===== config.mk =====
export PLATFORM = sky130hd
export DESIGN_NAME = hte_ram
export DESIGN_NICKNAME = d
export VERILOG_FILES = /design/src/hdl/hte_ram.sv
export SDC_FILE = /design/constraint.sdc
export NUM_CORES = 1
export LEC_CHECK = 0
export ABC_AREA = 1
export BUFFER_PORTS_ARGS = -buffer_cell sky130_fd_sc_hd__buf_2
export CAP_MARGIN = 5
export CORE_UTILIZATION = 50
export DETAILED_ROUTE_END_ITERATION = 16
export PLACE_DENSITY = 0.66
export SLEW_MARGIN = 0
export SYNTH_ARGS = -nofsm -noshare
export SYNTH_HDL_FRONTEND = slang
export SYNTH_SLANG_ARGS = --single-unit

===== constraint.sdc =====
create_clock -name clk -period 1.6 [get_ports clk]
set_clock_uncertainty 0.15 [all_clocks]
set_input_delay 0.08 -clock clk [delete_from_list [all_inputs] [get_ports clk]]
set_output_delay 0.08 -clock clk [all_outputs]
set_load 0.01 [all_outputs]

===== src/hdl/hte_ram.sv =====
// generic single-port-write ram with registered read, read data holds when not enabled
// no dependencies
module hte_ram #(
  parameter int WIDTH = 8,
  parameter int DEPTH = 16
) (
  input  logic                     clk,
  input  logic                     we,
  input  logic [$clog2(DEPTH)-1:0] waddr,
  input  logic [WIDTH-1:0]         wdata,
  input  logic                     re,
  input  logic [$clog2(DEPTH)-1:0] raddr,
  output logic [WIDTH-1:0]         rdata
);

  logic [WIDTH-1:0] mem [DEPTH];

  always_ff @(posedge clk) begin
    if (we) begin
      mem[waddr] <= wdata;
    end
    if (re) begin
      rdata <= mem[raddr];
    end
  end

endmodule


* Yosys cells after proc, flatten, opt, wreduce, memory -nomap -nowiden
Memory sizes are Yosys's and may differ from the RTL's. A register that Yosys moved wholly into a read port is not among the register bits. Cells that the tools add are included.
Storage, ports and cells: register bits after elaboration 0, bits in latches 0, RAM bits 128, bits in read-only memories 0, bits of input ports 19, output and inout port bits 8, logic and storage cells 3, memories kept 1
Operators by class: $add $sub $neg 0, multipliers 0, div/mod/pow operators 0, order comparisons 0, eq/ne operators 0, shifts and indexed selects 0, mux-type cells 2, bitwise operators 0, reductions and logical operators 0
Memory list:
- mem | words 16, bits a word 8, read ports 1, clocked after memory_dff 1, write ports 1, line 16 | logic [WIDTH-1:0] mem [DEPTH];
Operator list (number):
- 2-to-1 mux 1 bit | 2

* Longest topological paths before layout
Gate-level depths: netlist of the first run.
depth in word-level cells 2, gate-level depth with buffers 8, depth with buffers taken out 7

* Worst setup path before layout of the first run
Ideal clock, no wire load.
kind input -> register, from input port waddr[2], to memory mem[10][0] (enable), setup time 0.370 ns, arrival 0.661 ns, data required time 1.080 ns, slack 0.419 ns, stages 2, path buffers 0, cells stage by stage nand3b_1 nor2_1
RTL lines:
- from (decl) | line 9 | input logic [$clog2(DEPTH)-1:0] waddr,
- to (decl) | line 16
No word-level cell before the write port.

==> results of run 1 <==
==> what timing repair did <==
item | 4_1_cts | 5_1_grt
hold endpoints to repair | 143 | 0
hold buffers | 10 | 0
gates resized for setup | 0 | 0
==> critical path, cell delays in order (launching register included) <==
cell and delay [ns]:
edfxtp_1 0.37, inv_1 0.06, nand2_1 0.04, nand3_1 0.10, nand3_1 0.11, nand3_1 0.15, nand2_1 0.09
==> through the flow <==
| step | area, µm² | utilization | cells |
|---|---|---|---|
| 3_5_place_dp | 6210 | 0.544 | 720 |
| 2_1_floorplan | 5850 | - | 551 |
| 3_3_place_gp | 6210 | 0.544 | 720 |
| 6_report | 6960 | 0.609 | 762 |
| 4_1_cts | 6960 | 0.609 | 762 |
| 5_1_grt | 6960 | 0.609 | 762 |
==> state kept, by name, summed over array words and instances (netlist names) <==
signal	flops
mem	128
rdata	8
==> power by group through the flow <==
stage / clock [mW] / combinational (mW) / sequential, mW
final: 4.26 / 0.520 / 4.04
after global routing: 4.45 / 0.572 / 4.04
after CTS: 4.29 / 0.524 / 4.04
after detailed placement: 0 / 0.501 / 4.11
after global placement: 0 / 0.489 / 4.11
after floorplan: 0 / 0.281 / 4.11
==> kinds of logic after synthesis <==
family | Yosys count | share of synthesized area
buffers and inverters | 126 | 0.0939
DFF | 136 | 0.698
and+or+nand+nor | 289 | 0.208
==> cells in the final DEF (no fill, tap or decap) <==
| cell type | Yosys | final |
|---|---|---|
| clkinvlp_4 | 0 | 3 |
| clkbuf_16 | 0 | 17 |
| buf_12 | 0 | 3 |
| edfxtp_1 | 136 | 136 |
| inv_2 | 2 | 2 |
| bufinv_16 | 0 | 5 |
| inv_6 | 0 | 1 |
| nor2_1 | 17 | 17 |
| buf_4 | 4 | 21 |
| nand3_1 | 97 | 97 |
| clkinv_4 | 0 | 4 |
| nand3b_1 | 2 | 2 |
| dlygate4sd3_1 | 0 | 10 |
| buf_2 | 13 | 26 |
| clkinv_2 | 0 | 2 |
| inv_1 | 100 | 100 |
| nand2_1 | 173 | 173 |
==> layout make-up <==
type,count,share of cell area
clock buffer,17,0.0611
clock inverter,15,0.0325
inverter,102,0.0550
multi-input combinational,289,0.174
sequential,136,0.587
tap,143,0.0257
timing repair buffer,60,0.0644
==> metal layers <==
| metal | up-vias | track usage | part of all wire |
|---|---|---|---|
| met2 | 137 | 0.394 | 0.49 |
| met4 | 0 | 0.131 | 0.025 |
| li1 | 1891 | - | - |
| met1 | 1848 | 0.310 | 0.43 |
| met3 | 23 | 0.0441 | 0.051 |
| met5 | - | 0 | 0 |
==> worst max path at each step <==
| stage | start | to | slack [ns] |
|---|---|---|---|
| floorplan | waddr[2] | mem[10][0]$_DFFE_PP_ | 0.42 |
| global placement | raddr[1] | rdata[1]$_DFFE_PP_ | 0.11 |
| detailed placement | raddr[1] | rdata[4]$_DFFE_PP_ | 0.09 |
| CTS | mem[1][2]$_DFFE_PP_ | rdata[2]$_DFFE_PP_ | 0.28 |
| global route | mem[1][2]$_DFFE_PP_ | rdata[2]$_DFFE_PP_ | 0.19 |
| finish | mem[1][2]$_DFFE_PP_ | rdata[2]$_DFFE_PP_ | 0.27 |
==> run metrics, run 1 <==
Num Clock Sinks 136; Main synth FF type edfxtp_1; Routed WL per cell 17.4 µm; Hold Crit Start raddr[2]; register area 4080 µm²; cell with the most instances after synthesis nand2_1; CTS tree built; antenna viol nets, final 0; Post-synth EDFFs 136; RD Place Congestion 0.846; setup bufs post-CTS 0; multi-input combinational cell area 1210 µm²; Ys Warns 0; post-DR vias/cell 5.12; clock buffer depth 2; cts bufs inserted 17; hold_ws 0.0257 ns; share of flip-flops with an asynchronous set or reset 0; Worst Hold Class primary input to register; area grow syn2layout 19.0%; initial drt markers 298; setup_tns 0 ns; Relative slew margins 0.592; number of global-route vias before repair 3880; Slew Limit Fails 0; Synth cell types 11; Mapped Cells 551; Switching Fraction 0.212; synth cell count leaders nand2_1, edfxtp_1, inv_1; n_diodes 0; first-pass GRT wire length 20500 µm; class of the most critical setup path register to register; hold path depth 4; # nets final 625; die height 110 µm; H-tree depth 4; DRT Wirelength 13300 µm; clk root buf clkbuf_16; Leak 3.02 nW; final setup violating endpoints 0; RR Endpoint rdata[2]$_DFFE_PP_; dpl ws 0.0870 ns; Yosys top cell area share 0.698; Psw 1.86 mW; Least-Margin Pin Slew 0.611 ns; Max VDD drop 0.592 mV; Worst setup SP type register; largest area contributor in the netlist edfxtp_1; drt drc 0; Core Rows 39; Clk pin slew, worst setup/hold paths 0.06 ns; Die ar. 12100 µm²; Total GRT Usage 0.243; Synth area leaders edfxtp_1, nand2_1, nand3_1; Remaining Overflow, GRT 0; FF-to-FF setup slack 0.27 ns; final period utilization 0.831; crit path max fanout 1; Power Dens Cells 1270 nW/µm²; Synthesized Nets 570; Yosys reg bits 136; Worst Setup End Kind register; Req. time, crit path 1.62 ns; Syn Area/Cell 10.6 µm²; Clock Power Share 0.483; final worst slack 0.271 ns; Die W 110 µm; RSZ-0062 raised after global routing false; Post-Syn Area 5850 µm²; Gate power share 0.059; MaxCap Viol Count 0; sequential power share 0.458; final HPWL from detailed placement 8050 µm; number of fill cells 940; core area 11400 µm²; IO Count 27; detailed-route via count 3899; Pint 6.95 mW; Initial Utilization 0.512; initial antenna violation count 0; critical path arrival 1.34 ns; fin crit period 1.33 ns; cells on worst reg2reg path 6; I/O Buffers 26; Final Hold Fails 0; largest net degree at the start of global routing 33; WHS Endpoint rdata[3]$_DFFE_PP_; layout cell share with drive strength beyond 1 0.136; DR pass1 iterations 4; outcome finished, final reports clean; worst skew pair latency 0.42 ns; fmax 752 MHz; post-synthesis sequential area ratio 0.698; Reg-to-Reg Start mem[1][2]$_DFFE_PP_; Final Power 8.81 mW
(Power assumes the default switching activity.)
==> run 2, diff against run 1 <==
--- a/config.mk
+++ b/config.mk
@@ -5,12 +5,12 @@
 export SDC_FILE = /design/constraint.sdc
 export NUM_CORES = 1
 export LEC_CHECK = 0
-export ABC_AREA = 1
+export ABC_AREA = 0
 export BUFFER_PORTS_ARGS = -buffer_cell sky130_fd_sc_hd__buf_2
 export CAP_MARGIN = 5
 export CORE_UTILIZATION = 50
 export DETAILED_ROUTE_END_ITERATION = 16
-export PLACE_DENSITY = 0.66
+export PLACE_DENSITY = 0.69
 export SLEW_MARGIN = 0
 export SYNTH_ARGS = -nofsm -noshare
 export SYNTH_HDL_FRONTEND = slang
==> constraint.sdc (replaced) <==
create_clock -name clk -period 1.1 [get_ports clk]
set_clock_uncertainty 0.15 [all_clocks]
set_input_delay 0.055 -clock clk [delete_from_list [all_inputs] [get_ports clk]]
set_output_delay 0.055 -clock clk [all_outputs]
set_load 0.01 [all_outputs]
==> run metrics, run 2 <==
detailed-route via count 2514; cts bufs inserted 17; FF-to-FF setup slack -0.56 ns; Final Hold Fails 13; setup bufs post-CTS 0; Psw 2.49 mW; Worst Hold Class primary input to register; area grow syn2layout 28.7%; fin crit period 1.66 ns; Initial Utilization 0.525; cell with the most instances after synthesis edfxtp_1; synth cell count leaders edfxtp_1, mux4_2, a22oi_1; mux contribution to synthesized area 0.148; Total GRT Usage 0.213; hold path depth 4; post-synthesis sequential area ratio 0.781; core area 9950 µm²; number of global-route vias before repair 2772; most frequent cells in the layout edfxtp_1, mux4_2, buf_2; initial antenna violation count 0; hold_ws -0.0142 ns; MaxCap Viol Count 0; RR Endpoint rdata[3]$_DFFE_PP_; xor/xnor share of the synthesized area 0; Clk pin slew, worst setup/hold paths 0.06 ns; DRT Wirelength 9940 µm; Core Rows 36; Main synth FF type edfxtp_1; Routed WL per cell 21.7 µm; final setup violating endpoints 16; failing checks hold timing, setup timing; fmax 603 MHz; Mapped Cells 229; leading cell type in the layout, fill and taps excluded edfxtp_1; outcome finished with violations; Least-Margin Pin Slew 0.843 ns; Largest Register mem; post-DR vias/cell 5.49; class of the most critical setup path register to register; share of flip-flops with an asynchronous set or reset 0; number of fill cells 626; Num Clock Sinks 136; die height 104 µm; CTS tree built; first-pass GRT wire length 16000 µm; Post-Syn Area 5230 µm²; antenna viol nets, final 0; Synth cell types 18; worst path bufs/invs 0; initial drt markers 221; Synthesized Nets 248; Simple-Gate Fraction of Synth Area 0.0314; Ys Warns 0; Hold Crit Start waddr[3]; Pint 9.86 mW; n_diodes 0; Yosys top cell area share 0.781; Gate power share 0.057; compound-cell area share of the yosys netlist 0.0230; Switching Fraction 0.201; final period utilization 1.51; Syn Area/Cell 22.8 µm²; clock buffer depth 2; final HPWL from detailed placement 6260 µm; Critical Path Max Stage Delay 0.49 ns; hold_buf cts 9; Clock Power Share 0.468; H-tree depth 4; RD Place Congestion 0.696; Die W 104 µm; Largest regs mem x128, rdata x8; RSZ-0062 raised after global routing true; Yosys reg bits 136; drt drc 0; # nets final 331; Worst Setup End Kind register; finished layout cell area 6730 µm²; final design utilization 0.676; dpl ws -0.747 ns; Reg-to-Reg Start mem[11][3]$_DFFE_PP_; largest area contributor in the netlist edfxtp_1; layout cell share with drive strength beyond 1 0.462; Synth Area in Adders 0; DR pass1 iterations 4; I/O Buffers 26; Worst setup SP type register; Req. time, crit path 1.20 ns; cells on worst reg2reg path 3; Remaining Overflow, GRT 0; Post-synth EDFFs 136; largest family of logic cells by synthesized area multiplexers; sequential power share 0.475; Leak 2.26 nW; Synth area leaders edfxtp_1, mux4_2, mux4_1; Post-DP Area 6000 µm²; critical path, cell by cell mux4_2 > a22oi_2 > nand2_2; Slew Limit Fails 0; clk root buf clkbuf_8; Relative slew margins 0.436; Max VDD drop 1.10 mV; IO Count 27; worst skew pair latency 0.51 ns; WHS Endpoint mem[0][3]$_DFFE_PP_; max FFs per register 128; CP top delay family multiplexers; crit path max fanout 1; Power Dens Cells 1840 nW/µm²; critical path arrival 1.75 ns; largest net degree at the start of global routing 19; Die ar. 10900 µm²; final worst slack -0.559 ns; Crit-path slowest cell mux4_2
[run 2: cells by family (layout without fill, tap and decap cells)]
| group | count (synthesis) | count (layout) |
|---|---|---|
| compound gates | 16 | 16 |
| buf+inv | 10 | 106 |
| flops | 136 | 136 |
| mux | 32 | 32 |
| simple gates | 35 | 35 |
[run 2: metal layers]
| layer | global-route usage | wire length, µm | vias up |
|---|---|---|---|
| li1 | - | - | 1133 |
| met1 | 0.280 | 4050 | 1281 |
| met2 | 0.331 | 5120 | 93 |
| met3 | 0.0658 | 623 | 7 |
| met4 | 0.0898 | 145 | 0 |
| met5 | 0 | 0 | - |
[run 2: tightest hold or removal path, cell delays in order]
cell    delay [ns]
buf_2         0.09
or3b_4        0.15
nor3_4        0.05
buf_12        0.13
[run 2: power groups by stage]
stage,Combinational [mW],Clock (mW),Sequential [mW]
final,0.702,5.78,5.87
after global placement,0.661,0,5.97
after global routing,0.761,6.06,5.88
after detailed placement,0.672,0,5.98
after floorplan,0.344,0,5.98
after CTS,0.705,5.84,5.87
[run 2: cell type report]
class,instances,area (µm²),share of cell area
clock buffer,17,414,0.0615
clock inverter,15,203,0.0301
multi-input combinational,83,1140,0.169
sequential,136,4080,0.607
tap,133,166,0.0247
timing repair buffer,74,726,0.108
[run 2: worst max-delay path by stage]
stage,from,endpoint,slack (ns),cells after the start
after detailed placement,raddr[0],rdata[3]$_DFFE_PP_,-0.75,6
after global routing,mem[9][3]$_DFFE_PP_,rdata[3]$_DFFE_PP_,-0.57,3
after global placement,raddr[0],rdata[3]$_DFFE_PP_,-0.76,6
after floorplan,mem[3][0]$_DFFE_PP_,rdata[0]$_DFFE_PP_,-0.32,3
after CTS,mem[11][3]$_DFFE_PP_,rdata[3]$_DFFE_PP_,-0.57,3
final,mem[11][3]$_DFFE_PP_,rdata[3]$_DFFE_PP_,-0.56,3
[run 2: per-stage QoR]
stage	power, mW	cells	setup TNS, ns
global placement	6.63	418	-35.03
global route	12.7	458	-5.67
finish	12.4	458	-4.73
detailed placement	6.65	418	-36.07
CTS	12.4	458	-5.12
floorplan	6.33	229	-10.54
[run 2: timing repair]
item	CTS	global route
endpoints found under the hold margin	159	8
setup endpoints to repair	16	16
pin swaps	4	3
cloned	0	0
gates resized for setup	2	4
==> run 3, diff against run 2 <==
--- a/config.mk
+++ b/config.mk
@@ -10,7 +10,7 @@
 export CAP_MARGIN = 5
 export CORE_UTILIZATION = 50
 export DETAILED_ROUTE_END_ITERATION = 16
-export PLACE_DENSITY = 0.69
+export PLACE_DENSITY = 0.67
 export SLEW_MARGIN = 0
 export SYNTH_ARGS = -nofsm -noshare
 export SYNTH_HDL_FRONTEND = slang
==> run metrics, run 3 (synthesized netlist as in run 2, its figures left out) <==
Routed WL per cell 23.5 µm; hold_ws -0.0114 ns; Largest regs mem x128, rdata x8; crit path max fanout 1; fmax 647 MHz; Max VDD drop 1.07 mV; Relative slew margins 0.385; CP Capture Point rdata[5]$_DFFE_PP_; first-pass GRT wire length 16100 µm; leading cell type in the layout, fill and taps excluded edfxtp_1; Worst Hold Class primary input to register; detailed-route via count 2570; Setup crit start mem[7][5]$_DFFE_PP_; DR pass1 iterations 4; Slew Limit Fails 0; largest net degree at the start of global routing 23; final period utilization 1.41; Largest Register mem; Final Hold Fails 7; clk root buf clkbuf_8; final setup violating endpoints 20; Core Rows 36; area grow syn2layout 28.1%; final worst slack -0.446 ns; die height 104 µm; Reg-to-Reg Start mem[7][5]$_DFFE_PP_; critical path arrival 1.65 ns; initial drt markers 211; failing checks hold timing, setup timing; max FFs per register 128; n_diodes 0; Num Clock Sinks 136; CTS tree built; Die W 104 µm; antenna viol nets, final 0; drt drc 0; sequential power share 0.481; most frequent cells in the layout edfxtp_1, mux4_2, buf_2; Psw 2.39 mW; I/O Buffers 26; worst skew pair latency 0.51 ns; Req. time, crit path 1.21 ns; MaxCap Viol Count 0; class of the most critical setup path register to register; fin crit period 1.55 ns; FF-to-FF setup slack -0.45 ns; Initial Utilization 0.525; layout cell share with drive strength beyond 1 0.441; Pint 9.82 mW; number of global-route vias before repair 2735; Leak 2.23 nW; cells on worst reg2reg path 3; Post-DP Area 5970 µm²; Worst setup SP type register; Least-Margin Pin Slew 0.921 ns; Clock Power Share 0.462; RD Place Congestion 0.698; cts bufs inserted 17; Worst Setup End Kind register; DRT Wirelength 10700 µm; initial antenna violation count 0; hold_buf cts 11; Remaining Overflow, GRT 0; clock buffer depth 2; # nets final 328; Gate power share 0.057; outcome finished with violations; post-DR vias/cell 5.67; Total GRT Usage 0.217; setup bufs post-CTS 0; core area 9950 µm²; Switching Fraction 0.196; RSZ-0062 raised after global routing true; finished layout cell area 6700 µm²; Power Dens Cells 1820 nW/µm²; final HPWL from detailed placement 6480 µm; RR Endpoint rdata[5]$_DFFE_PP_; final design utilization 0.673; Clk pin slew, worst setup/hold paths 0.06 ns; Die ar. 10900 µm²; IO Count 27; H-tree depth 4
-- run 3: worst max-delay path: stages, from the launching register on --
cell      delay [ns]
edfxtp_1        0.38
mux4_2          0.54
a22oi_2         0.16
nand2_1         0.07
-- run 3: final cells by class --
class / count / area (µm²)
Sequential cell: 136 / 4080
Multi-Input combinational cell: 83 / 1130
Timing Repair Buffer: 71 / 721
Clock buffer: 18 / 418
Tap cell: 133 / 166
Fill cell: 642 / 3260
Clock inverter: 12 / 175
-- run 3: power groups by stage --
stage          registers (mW)  clock network, mW  logic (mW)
3_5_place_dp             5.98                  0       0.661
2_1_floorplan            5.98                  0       0.344
4_1_cts                  5.88               5.72       0.702
3_3_place_gp             5.98                  0       0.647
6_report                 5.88               5.64       0.699
5_1_grt                  5.88               5.94       0.747
-- run 3: worst min-delay path by stage --
stage	from	to	cells past startpoint
2_1_floorplan	wdata[0]	mem[0][0]$_DFFE_PP_	0
3_3_place_gp	wdata[7]	mem[10][7]$_DFFE_PP_	1
3_5_place_dp	re	rdata[5]$_DFFE_PP_	1
4_1_cts	waddr[3]	mem[0][1]$_DFFE_PP_	4
5_1_grt	waddr[3]	mem[0][7]$_DFFE_PP_	4
6_report	waddr[3]	mem[0][0]$_DFFE_PP_	4
-- run 3: timing repair --
item / CTS / global route
pin swaps: 1 / 1
gates resized for setup: 3 / 2
hold endpoints to repair: 152 / 8
endpoints found under the setup margin: 16 / 16
-- run 3: metal layers --
metal	track usage	wire length, µm	vias up
met5	0	0	-
met4	0.0990	280	0
met3	0.0564	457	14
met2	0.347	5260	78
met1	0.282	4670	1353
li1	-	-	1125
-- run 3: metrics by stage --
| stage | total power, mW | instances | setup slack, ns | TNS, ns |
|---|---|---|---|---|
| 2_1_floorplan | 6.33 | 229 | -0.316 | -10.54 |
| 3_3_place_gp | 6.62 | 412 | -0.581 | -35.85 |
| 3_5_place_dp | 6.64 | 412 | -0.597 | -37.07 |
| 4_1_cts | 12.3 | 453 | -0.444 | -4.90 |
| 5_1_grt | 12.6 | 453 | -0.497 | -5.36 |
| 6_report | 12.2 | 453 | -0.446 | -4.53 |
